**src/mwee_pkg.sv**
```systemverilog
package mwee_pkg;

  // field widths fixed by the item format
  localparam int unsigned OP_W        = 3;
  localparam int unsigned ADDR_W      = 8;
  localparam int unsigned WORD_W      = 16;
  localparam int unsigned STATUS_W    = 2;
  localparam int unsigned POLL_W      = 10;
  localparam int unsigned BITS_W      = 5;
  localparam int unsigned SEND_W      = 27;

  // defaults for the top level parameters
  localparam int unsigned WORD_COUNT_DEF   = 128;
  localparam int unsigned ADDRESS_BITS_DEF = 8;

  // sequence lengths
  localparam logic [BITS_W-1:0] ZERO_TICKS = 5'd5;
  localparam logic [BITS_W-1:0] POLL_BITS  = 5'd10;
  localparam logic [BITS_W-1:0] WORD_BITS  = 5'd16;

  // poll limit after reset
  localparam logic [POLL_W-1:0] POLL_LIMIT_RST = 10'd100;

  // start bit plus opcode patterns
  localparam logic [2:0] PAT_READ  = 3'b110;
  localparam logic [2:0] PAT_WRITE = 3'b101;
  localparam logic [4:0] PAT_WEN   = 5'b10011;
  localparam logic [4:0] PAT_WDS   = 5'b10000;

  typedef enum logic [OP_W-1:0] {
    OP_TICK  = 3'd0,
    OP_READ  = 3'd1,
    OP_WRITE = 3'd2,
    OP_WEN   = 3'd3,
    OP_WDS   = 3'd4
  } mwee_op_e;

  typedef enum logic [STATUS_W-1:0] {
    ST_OK      = 2'd0,
    ST_TIMEOUT = 2'd1,
    ST_RANGE   = 2'd2,
    ST_BUSY    = 2'd3
  } mwee_status_e;

  typedef enum logic [2:0] {
    MODE_IDLE     = 3'd0,
    MODE_SEND     = 3'd1,
    MODE_RECV     = 3'd2,
    MODE_ZERO_MID = 3'd3,
    MODE_POLL     = 3'd4,
    MODE_ZERO_END = 3'd5
  } mwee_mode_e;

  typedef struct packed {
    logic [OP_W-1:0]   operation;
    logic [ADDR_W-1:0] address;
    logic [WORD_W-1:0] write_data;
    logic              serial_in;
  } mwee_req_t;

  typedef struct packed {
    logic                chip_select;
    logic                serial_clock;
    logic                serial_out;
    logic                busy_res;
    logic                done_res;
    logic [WORD_W-1:0]   read_data;
    logic [STATUS_W-1:0] status;
  } mwee_res_t;

endpackage

```
**src/microwire_eeprom_master.sv**
```systemverilog
// Microwire master for a 16-bit serial EEPROM, paced by half-bit tick requests.
// Input channel (in_valid_i / in_stall_o / in_req_i): one request per half bit of
// the serial clock; a request may start a read, write, write enable or write
// disable, or just advance the running command.
// Output channel (out_valid_o / out_stall_i / out_res_o): one result per request
// with the pin levels for that half bit, busy, a done pulse, read data and status.
// Config channel (cfg_valid_i / cfg_ready_o / cfg_data_i): the poll limit, always
// ready; write it only while no command is in progress.
// A request passes through the request register and then the result register.
// Throughput: one request per cycle unless the receiver stalls; each request makes
// a single pass through the next-state logic between the two registers.
// When the receiver stalls, the result register holds and the request register
// fills; once both are full, in_stall_o is raised.
// Reset clears the sequencer to idle with all pins low, the read word to zero
// and the poll limit to 100.
module microwire_eeprom_master #(
  parameter int unsigned WORD_COUNT   = mwee_pkg::WORD_COUNT_DEF,
  parameter int unsigned ADDRESS_BITS = mwee_pkg::ADDRESS_BITS_DEF
) (
  input  logic                            clk_i,
  input  logic                            rst_ni,
  input  logic                            in_valid_i,
  output logic                            in_stall_o,
  input  mwee_pkg::mwee_req_t             in_req_i,
  output logic                            out_valid_o,
  input  logic                            out_stall_i,
  output mwee_pkg::mwee_res_t             out_res_o,
  input  logic                            cfg_valid_i,
  output logic                            cfg_ready_o,
  input  logic [mwee_pkg::POLL_W-1:0]     cfg_data_i
);
  import mwee_pkg::*;

  localparam logic [BITS_W-1:0] CMD_BITS   = BITS_W'(3 + ADDRESS_BITS);
  localparam logic [BITS_W-1:0] WRITE_BITS = BITS_W'(3 + ADDRESS_BITS + WORD_W);
  localparam logic [ADDR_W:0]   ADDR_LIMIT = (ADDR_W + 1)'(WORD_COUNT);

  // pipeline registers
  logic          in_valid_q;
  mwee_req_t     req_q;
  logic          out_valid_q;
  mwee_res_t     res_q;
  logic          advance;
  mwee_res_t     res_d;

  // sequencer state
  mwee_mode_e          mode_q, mode_d;
  logic                half_q, half_d;
  logic [BITS_W-1:0]   bits_q, bits_d;
  logic [SEND_W-1:0]   send_q, send_d;
  logic [WORD_W-1:0]   recv_q, recv_d;
  logic [POLL_W-1:0]   polls_q, polls_d;
  logic [OP_W-1:0]     cmd_q, cmd_d;
  logic [2:0]          pins_q, pins_d;
  mwee_status_e        pend_q, pend_d;
  logic [POLL_W-1:0]   poll_limit_q;

  // handshake
  assign advance     = !out_valid_q || !out_stall_i;
  assign in_stall_o  = in_valid_q && !advance;
  assign out_valid_o = out_valid_q;
  assign out_res_o   = res_q;
  assign cfg_ready_o = 1'b1;

  // request register
  always_ff @(posedge clk_i or negedge rst_ni) begin
    if (!rst_ni) begin
      in_valid_q <= 1'b0;
    end else if (!in_stall_o) begin
      in_valid_q <= in_valid_i;
    end
  end

  always_ff @(posedge clk_i) begin
    if (in_valid_i && !in_stall_o) begin
      req_q <= in_req_i;
    end
  end

  // result register
  always_ff @(posedge clk_i or negedge rst_ni) begin
    if (!rst_ni) begin
      out_valid_q <= 1'b0;
    end else if (advance) begin
      out_valid_q <= in_valid_q;
    end
  end

  always_ff @(posedge clk_i) begin
    if (advance && in_valid_q) begin
      res_q <= res_d;
    end
  end

  // poll limit register
  always_ff @(posedge clk_i or negedge rst_ni) begin
    if (!rst_ni) begin
      poll_limit_q <= POLL_LIMIT_RST;
    end else if (cfg_valid_i && cfg_ready_o) begin
      poll_limit_q <= cfg_data_i;
    end
  end

  // sequencer state register
  always_ff @(posedge clk_i or negedge rst_ni) begin
    if (!rst_ni) begin
      mode_q  <= MODE_IDLE;
      half_q  <= 1'b0;
      bits_q  <= '0;
      send_q  <= '0;
      recv_q  <= '0;
      polls_q <= '0;
      cmd_q   <= '0;
      pins_q  <= '0;
      pend_q  <= ST_OK;
    end else if (advance && in_valid_q) begin
      mode_q  <= mode_d;
      half_q  <= half_d;
      bits_q  <= bits_d;
      send_q  <= send_d;
      recv_q  <= recv_d;
      polls_q <= polls_d;
      cmd_q   <= cmd_d;
      pins_q  <= pins_d;
      pend_q  <= pend_d;
    end
  end

  // next state and result for one tick
  always_comb begin
    logic                request;
    logic                reject;
    logic                done;
    logic                busy;
    mwee_status_e        status;
    logic [ADDRESS_BITS-1:0] addr_m;
    logic [BITS_W-1:0]   n;
    logic [BITS_W-1:0]   zmin;
    logic [2:0]          t;
    logic [POLL_W-1:0]   polls_nx;

    mode_d  = mode_q;
    half_d  = half_q;
    bits_d  = bits_q;
    send_d  = send_q;
    recv_d  = recv_q;
    polls_d = polls_q;
    cmd_d   = cmd_q;
    pins_d  = pins_q;
    pend_d  = pend_q;
    reject  = 1'b0;
    done    = 1'b0;
    busy    = 1'b0;
    status  = ST_OK;
    addr_m  = req_q.address[ADDRESS_BITS-1:0];
    n       = '0;
    zmin    = '0;
    t       = '0;
    polls_nx = '0;
    request = (req_q.operation == OP_READ) || (req_q.operation == OP_WRITE) ||
              (req_q.operation == OP_WEN) || (req_q.operation == OP_WDS);

    // command start or rejection
    if (mode_q == MODE_IDLE) begin
      if (request) begin
        if (((req_q.operation == OP_READ) || (req_q.operation == OP_WRITE)) &&
            ({1'b0, req_q.address} >= ADDR_LIMIT)) begin
          done   = 1'b1;
          status = ST_RANGE;
        end else begin
          cmd_d   = req_q.operation;
          pend_d  = ST_OK;
          polls_d = '0;
          half_d  = 1'b0;
          mode_d  = MODE_SEND;
          bits_d  = CMD_BITS;
          if (req_q.operation == OP_READ) begin
            send_d = SEND_W'({PAT_READ, addr_m});
          end else if (req_q.operation == OP_WRITE) begin
            send_d = SEND_W'({PAT_WRITE, addr_m, req_q.write_data});
            bits_d = WRITE_BITS;
          end else if (req_q.operation == OP_WEN) begin
            send_d = SEND_W'({PAT_WEN, {(ADDRESS_BITS-2){1'b0}}});
          end else begin
            send_d = SEND_W'({PAT_WDS, {(ADDRESS_BITS-2){1'b0}}});
          end
        end
      end
    end else if (request) begin
      reject = 1'b1;
    end

    // one half bit of the running command
    if (mode_d != MODE_IDLE) begin
      busy = 1'b1;
      unique case (mode_d)
        MODE_SEND: begin
          n      = (bits_d != '0) ? bits_d - 1'b1 : '0;
          pins_d = {send_d[n], half_d, 1'b1};
          if (!half_d) begin
            half_d = 1'b1;
          end else begin
            half_d = 1'b0;
            bits_d = n;
            if (n == '0) begin
              if (cmd_d == OP_READ) begin
                mode_d = MODE_RECV;
                bits_d = WORD_BITS;
              end else if (cmd_d == OP_WRITE) begin
                mode_d = MODE_ZERO_MID;
                bits_d = ZERO_TICKS;
              end else begin
                mode_d = MODE_ZERO_END;
                bits_d = ZERO_TICKS;
              end
            end
          end
        end
        MODE_RECV, MODE_POLL: begin
          pins_d = {pins_q[2], half_d, 1'b1};
          if (!half_d) begin
            half_d = 1'b1;
          end else begin
            half_d = 1'b0;
            bits_d = (bits_d != '0) ? bits_d - 1'b1 : '0;
            if (mode_d == MODE_RECV) begin
              recv_d = {recv_d[WORD_W-2:0], req_q.serial_in};
              if (bits_d == '0) begin
                mode_d = MODE_ZERO_END;
                bits_d = ZERO_TICKS;
              end
            end else if (bits_d == '0) begin
              if (req_q.serial_in) begin
                pend_d = ST_OK;
                mode_d = MODE_ZERO_END;
                bits_d = ZERO_TICKS;
              end else begin
                polls_nx = polls_d + 1'b1;
                polls_d  = polls_nx;
                if ((polls_nx >= poll_limit_q) || (polls_nx == '0)) begin
                  pend_d = ST_TIMEOUT;
                  mode_d = MODE_ZERO_END;
                  bits_d = ZERO_TICKS;
                end else begin
                  bits_d = POLL_BITS;
                end
              end
            end
          end
        end
        MODE_ZERO_MID, MODE_ZERO_END: begin
          // two zero clocks, then a clock-low tick that ends the phase (done only in MODE_ZERO_END)
          zmin   = (bits_d > ZERO_TICKS) ? ZERO_TICKS : bits_d;
          t      = 3'(ZERO_TICKS - zmin);
          pins_d = {1'b0, (t < 3'd4) ? t[0] : 1'b0, 1'b0};
          bits_d = (bits_d != '0) ? bits_d - 1'b1 : '0;
          if (bits_d == '0) begin
            if (mode_d == MODE_ZERO_MID) begin
              mode_d = MODE_POLL;
              bits_d = POLL_BITS;
              half_d = 1'b0;
            end else begin
              mode_d = MODE_IDLE;
              busy   = 1'b0;
              done   = 1'b1;
              status = pend_d;
              reject = 1'b0;
            end
          end
        end
        MODE_IDLE: begin
        end
        default: begin
        end
      endcase
    end

    if (reject) begin
      done   = 1'b1;
      status = ST_BUSY;
    end

    res_d.chip_select  = pins_d[0];
    res_d.serial_clock = pins_d[1];
    res_d.serial_out   = pins_d[2];
    res_d.busy_res     = busy;
    res_d.done_res     = done;
    res_d.read_data    = recv_d;
    res_d.status       = status;
  end

  // a busy done pulse is always a rejection
  assert property (@(posedge clk_i) disable iff (!rst_ni)
    out_valid_q && res_q.done_res && res_q.busy_res |-> res_q.status == ST_BUSY)
    else $error("done while busy without busy status");

  // status only reported with done
  assert property (@(posedge clk_i) disable iff (!rst_ni)
    out_valid_q && !res_q.done_res |-> res_q.status == ST_OK)
    else $error("status without done");

  // pins rest low when idle
  assert property (@(posedge clk_i) disable iff (!rst_ni)
    mode_q == MODE_IDLE |-> pins_q == 3'b000)
    else $error("pins active while idle");

  // sending always has bits left
  assert property (@(posedge clk_i) disable iff (!rst_ni)
    mode_q == MODE_SEND |-> bits_q != '0)
    else $error("send with no bits left");

endmodule
```
**config.mk**
```make
export PLATFORM = sky130hd
export DESIGN_NAME = microwire_eeprom_master
export DESIGN_NICKNAME = d
export VERILOG_FILES = /design/src/mwee_pkg.sv /design/src/microwire_eeprom_master.sv
export SDC_FILE = /design/constraint.sdc
export NUM_CORES = 1
export LEC_CHECK = 0
export ABC_AREA = 1
export BUFFER_PORTS_ARGS = -buffer_cell sky130_fd_sc_hd__buf_2
export CAP_MARGIN = 15
export CORE_UTILIZATION = 32
export DETAILED_ROUTE_END_ITERATION = 8
export MAX_ROUTING_LAYER = met4
export PLACE_DENSITY = 0.57
export RECOVER_POWER = 50
export SLEW_MARGIN = 15
export SYNTH_ARGS = -nofsm -noshare
export SYNTH_HDL_FRONTEND = slang
export SYNTH_SLANG_ARGS = --single-unit
```
**constraint.sdc**
```tcl
create_clock -name clk_i -period 12.1 [get_ports clk_i]
set_clock_uncertainty 0.2 [all_clocks]
set_input_delay 1.21 -clock clk_i [delete_from_list [all_inputs] [get_ports clk_i]]
set_output_delay 1.21 -clock clk_i [all_outputs]
set_load 0.02 [all_outputs]
```
==> results.rst <==
.. list-table::
   :header-rows: 1

   * - Metric
     - Value
   * - Max-slew violation total from the final report
     - just over 70
   * - Total count of hold-check failures in the final report
     - 0
   * - Mean area per synthesized cell
     - around 8.1 sq um
   * - Reg2reg path depth
     - 28
   * - Diode count
     - 0
   * - Port Buffer Count
     - 67
   * - Most instantiated cells after synthesis
     - sky130_fd_sc_hd__nand2_1 (254), sky130_fd_sc_hd__inv_1 (119), sky130_fd_sc_hd__o21ai_0 (115)
   * - Initial cell density of the core
     - 32.6%
   * - Number of non-filler instances in the completed layout
     - approximately 1,200
   * - Reported max-cap violation count
     - 1
   * - Floorplan die width
     - about 150 um
   * - Max_slew headroom
     - -168%
   * - Logic depth of the worst setup path including buffers
     - 2
   * - Setup Viol. Count Final
     - 0
   * - Primary FF master, synth
     - sky130_fd_sc_hd__dfrtp_1
   * - Synthesized-area fraction occupied by adder cells
     - roughly 2.5%
   * - Detailed router's first-iteration violation count
     - ~500
   * - Biggest cell delay along the critical path
     - around 2900 ps
   * - Xor and xnor area share after synthesis
     - less than 1%
   * - Worst EP required
     - between 10,000 and 15,000 ps
   * - Post-Place Worst Slack
     - 7580 ps
   * - Post-synth top area share
     - 27.9%
   * - Leak
     - 3.93 nW
   * - Maximum number of pins on one net before global-route repair
     - 72
   * - Main combinational cell family by area after synthesis
     - simple AND/OR/NAND/NOR gates
   * - Setup bufs post-CTS
     - 0
   * - Max frequency
     - between 150 and 200 MHz
   * - HPWL Detailed
     - ~12,000 um
   * - Via Count
     - ~6,000
   * - Post-route DRC
     - 0
   * - TritonCTS clock tree
     - yes
   * - Worst Setup End Kind
     - async pin
   * - CP Buf/Inv Count
     - 2
   * - CTS sink count
     - approximately 130
   * - Number of detailed-route iterations in the first pass
     - 5
   * - Post-Synthesis Cells
     - roughly 870
   * - H-tree depth
     - 4
   * - Clock latency on the worst-skew pair
     - between 400 and 500 ps
   * - Area of the core
     - 21,800 sq um
   * - Cell with the most instances after synthesis
     - sky130_fd_sc_hd__nand2_1
   * - Number of global-route vias before repair
     - ~5,600
   * - Number of synthesized flops with an enable pin
     - 51
   * - Antenna violations before repair
     - 0
   * - Arrival time of data at the critical path endpoint
     - roughly 4700 ps
   * - Floorplan row count
     - 54
   * - Remaining number of nets flagged by the antenna check after routing
     - 0
   * - Final weighted congestion of routability-driven global placement
     - ~0.9
   * - Ratio of routed vias to standard cells
     - 4.76
   * - Cell type group with the largest total delay on the critical path
     - buffers and inverters
   * - Wire length per cell after detailed routing
     - about 13 um
   * - Fraction of synthesis flops using an asynchronous set or reset pin
     - 61.7%
   * - Power density cells
     - 243 nW/um^2
   * - Netlist Area Pre-Place
     - a little over 7000 sq um
   * - Result of the run
     - finished, violations left
   * - Worst IR drop on VDD
     - ~110 uV
   * - Cell count after placement
     - around 1,200
   * - Crit path time final
     - 5270 ps
   * - Post-route total power
     - a little over 0.002 W
   * - Total global routing track utilization
     - roughly 16%
   * - Cell type with the largest total area after synthesis
     - sky130_fd_sc_hd__dfrtp_1
   * - Most repeated library cell on the critical path
     - sky130_fd_sc_hd__clkbuf_1
   * - Clock-pin transition on the worst setup and hold timing paths
     - ~60 ps
   * - Syn_nets
     - 930
   * - Final net count
     - 992
   * - Part of the Yosys area used for sequential elements
     - between 50% and 60%
   * - Buffer depth of the longest clock path
     - 2
   * - Yosys warning count
     - 0
   * - Library cell contributing the largest single delay on the critical path
     - sky130_fd_sc_hd__clkbuf_1
   * - Setup repair after global routing missed its margin
     - false
   * - Critical path, cell by cell
     - clkbuf_1 -> clkbuf_1
   * - Number of buffers created by CTS
     - 17
   * - Distinct cells, synth
     - 47
   * - CP Launch Type
     - primary input
   * - Total global routing overflow
     - 0
   * - PostCTS Resize Cnt
     - 0
   * - Die footprint
     - 22,700 sq um
   * - Post-route worst setup slack
     - approximately 6800 ps
   * - Fin crit share
     - between 40% and 50%
   * - Multiplexer share of the synthesized area
     - 0.159%
   * - Number of synthesized register bits
     - 133
   * - Total wirelength of the detailed-routed design
     - approximately 17,000 um
   * - Share of the synthesized area in compound gates (AO/OA/AOI/OAI)
     - a little over an eighth
   * - First-pass GRT wire length
     - 27,800 um
   * - Number of hold buffers added after CTS
     - 0
   * - Synth area leaders
     - sky130_fd_sc_hd__dfrtp_1 (28%), sky130_fd_sc_hd__edfxtp_1 (22%), sky130_fd_sc_hd__nand2_1 (13%), sky130_fd_sc_hd__o21ai_0 (8.1%), sky130_fd_sc_hd__inv_1 (6.3%)
   * - Layout cell share with drive strength beyond 1
     - ~13%
   * - Die height
     - 151 um
   * - Worst Hold Depth
     - 2
   * - Max Fanout on Critical Path
     - 71
   * - I/O pins
     - 69
   * - Critical setup path kind
     - primary input to async pin
   * - CTS root buffer
     - sky130_fd_sc_hd__clkbuf_16
   * - Area growth from synthesis to layout
     - 17.1%
   * - Fraction of the mapped netlist area in simple logic gates
     - roughly 24%
   * - Total negative slack for setup checks
     - 0 ps
   * - Actual slew at the worst max-slew pin
     - 4020 ps
   * - Worst hold path type
     - flop to flop
   * - Violations in the final reports
     - max-capacitance violations, max-slew violations
==> state kept, by name (all words and copies together), names as in the netlist <==
signal / flops
pend_q: 2
bits_q: 5
poll_limit_q: 10
half_q: 1
polls_q: 10
send_q: 27
pins_q: 3
out_valid_o: 1
out_res_o: 23
mode_q: 3
cmd_q: 3
recv_q: 16
req_q: 28
in_valid_q: 1
==> placed cells by master (no fill, tap or decap), types with 7 or more instances in the layout <==
cell	instances
sky130_fd_sc_hd__o211ai_1	11
sky130_fd_sc_hd__nand2_2	9
sky130_fd_sc_hd__edfxtp_1	51
sky130_fd_sc_hd__nand3_1	28
sky130_fd_sc_hd__dfrtp_1	79
sky130_fd_sc_hd__ha_1	14
sky130_fd_sc_hd__inv_2	7
sky130_fd_sc_hd__nand2_1	254
sky130_fd_sc_hd__a21oi_1	19
sky130_fd_sc_hd__inv_1	119
sky130_fd_sc_hd__clkbuf_16	17
sky130_fd_sc_hd__o21ai_0	115
sky130_fd_sc_hd__nand4_1	15
sky130_fd_sc_hd__clkbuf_1	22
sky130_fd_sc_hd__buf_2	47
sky130_fd_sc_hd__nor2_1	57
==> per-layer routing <==
| metal | part of all wire (%) | up-vias | global-route usage [%] |
|---|---|---|---|
| met4 | 1.2 | 0 | 5.35 |
| met2 | 45 | 157 | 24.3 |
| met1 | 50 | 2694 | 21.8 |
| met5 | 0 | - | - |
| li1 | - | 2971 | - |
| met3 | 4.5 | 16 | 3.55 |
==> through the flow <==
step / utilization [%] / hold slack, ps / instance area, sq um
floorplan: - / 236 / 7090
global placement: 35.3 / 250 / 7680
detailed placement: 35.3 / 253 / 7680
CTS: 38.3 / 270 / 8330
global route: 38.1 / 302 / 8300
finish: 38.1 / 267 / 8300
==> logic make-up after synthesis <==
family / Yosys count
DFF: 133
other: 1
adders and majority gates: 14
muxes: 1
and+or+nand+nor: 389
AOI/OAI and AO/OA: 174
buffers and inverters: 156
xor gates and xnor gates: 5
==> power breakdown <==
part           internal [W]  switching, W
clock network      0.000367      0.000210
logic              0.000244      0.000548
registers          0.000594     0.0000566
total               0.00121      0.000814
==> layout make-up <==
class                           instances  area [sq um]
Inverter                              128           483
Sequential cell                       133          3590
Fill cell                            2266         13500
Clock inverter                         14           224
Tap cell                              280           350
Timing Repair Buffer                   71           333
Clock buffer                           17           425
Multi-Input combinational cell        584          2890
==> path summary, 6_finish.rpt <==
check	endpoint	startpoint	slack (ps)
setup / recovery	send_q[8]$_DFFE_PN0P_	rst_ni	6830
hold / removal	send_q[23]$_DFFE_PN0P_	send_q[23]$_DFFE_PN0P_	270
setup reg to reg	mode_q[2]$_DFFE_PN0P_	req_q[26]$_DFFE_PP_	7540
hold reg to reg	send_q[23]$_DFFE_PN0P_	send_q[23]$_DFFE_PN0P_	270
max in group clk_i	mode_q[2]$_DFFE_PN0P_	req_q[26]$_DFFE_PP_	7540
min in group asynchronous	poll_limit_q[7]$_DFFE_PN0P_	rst_ni	590
Note: power is estimated with default switching activity, not from simulation.
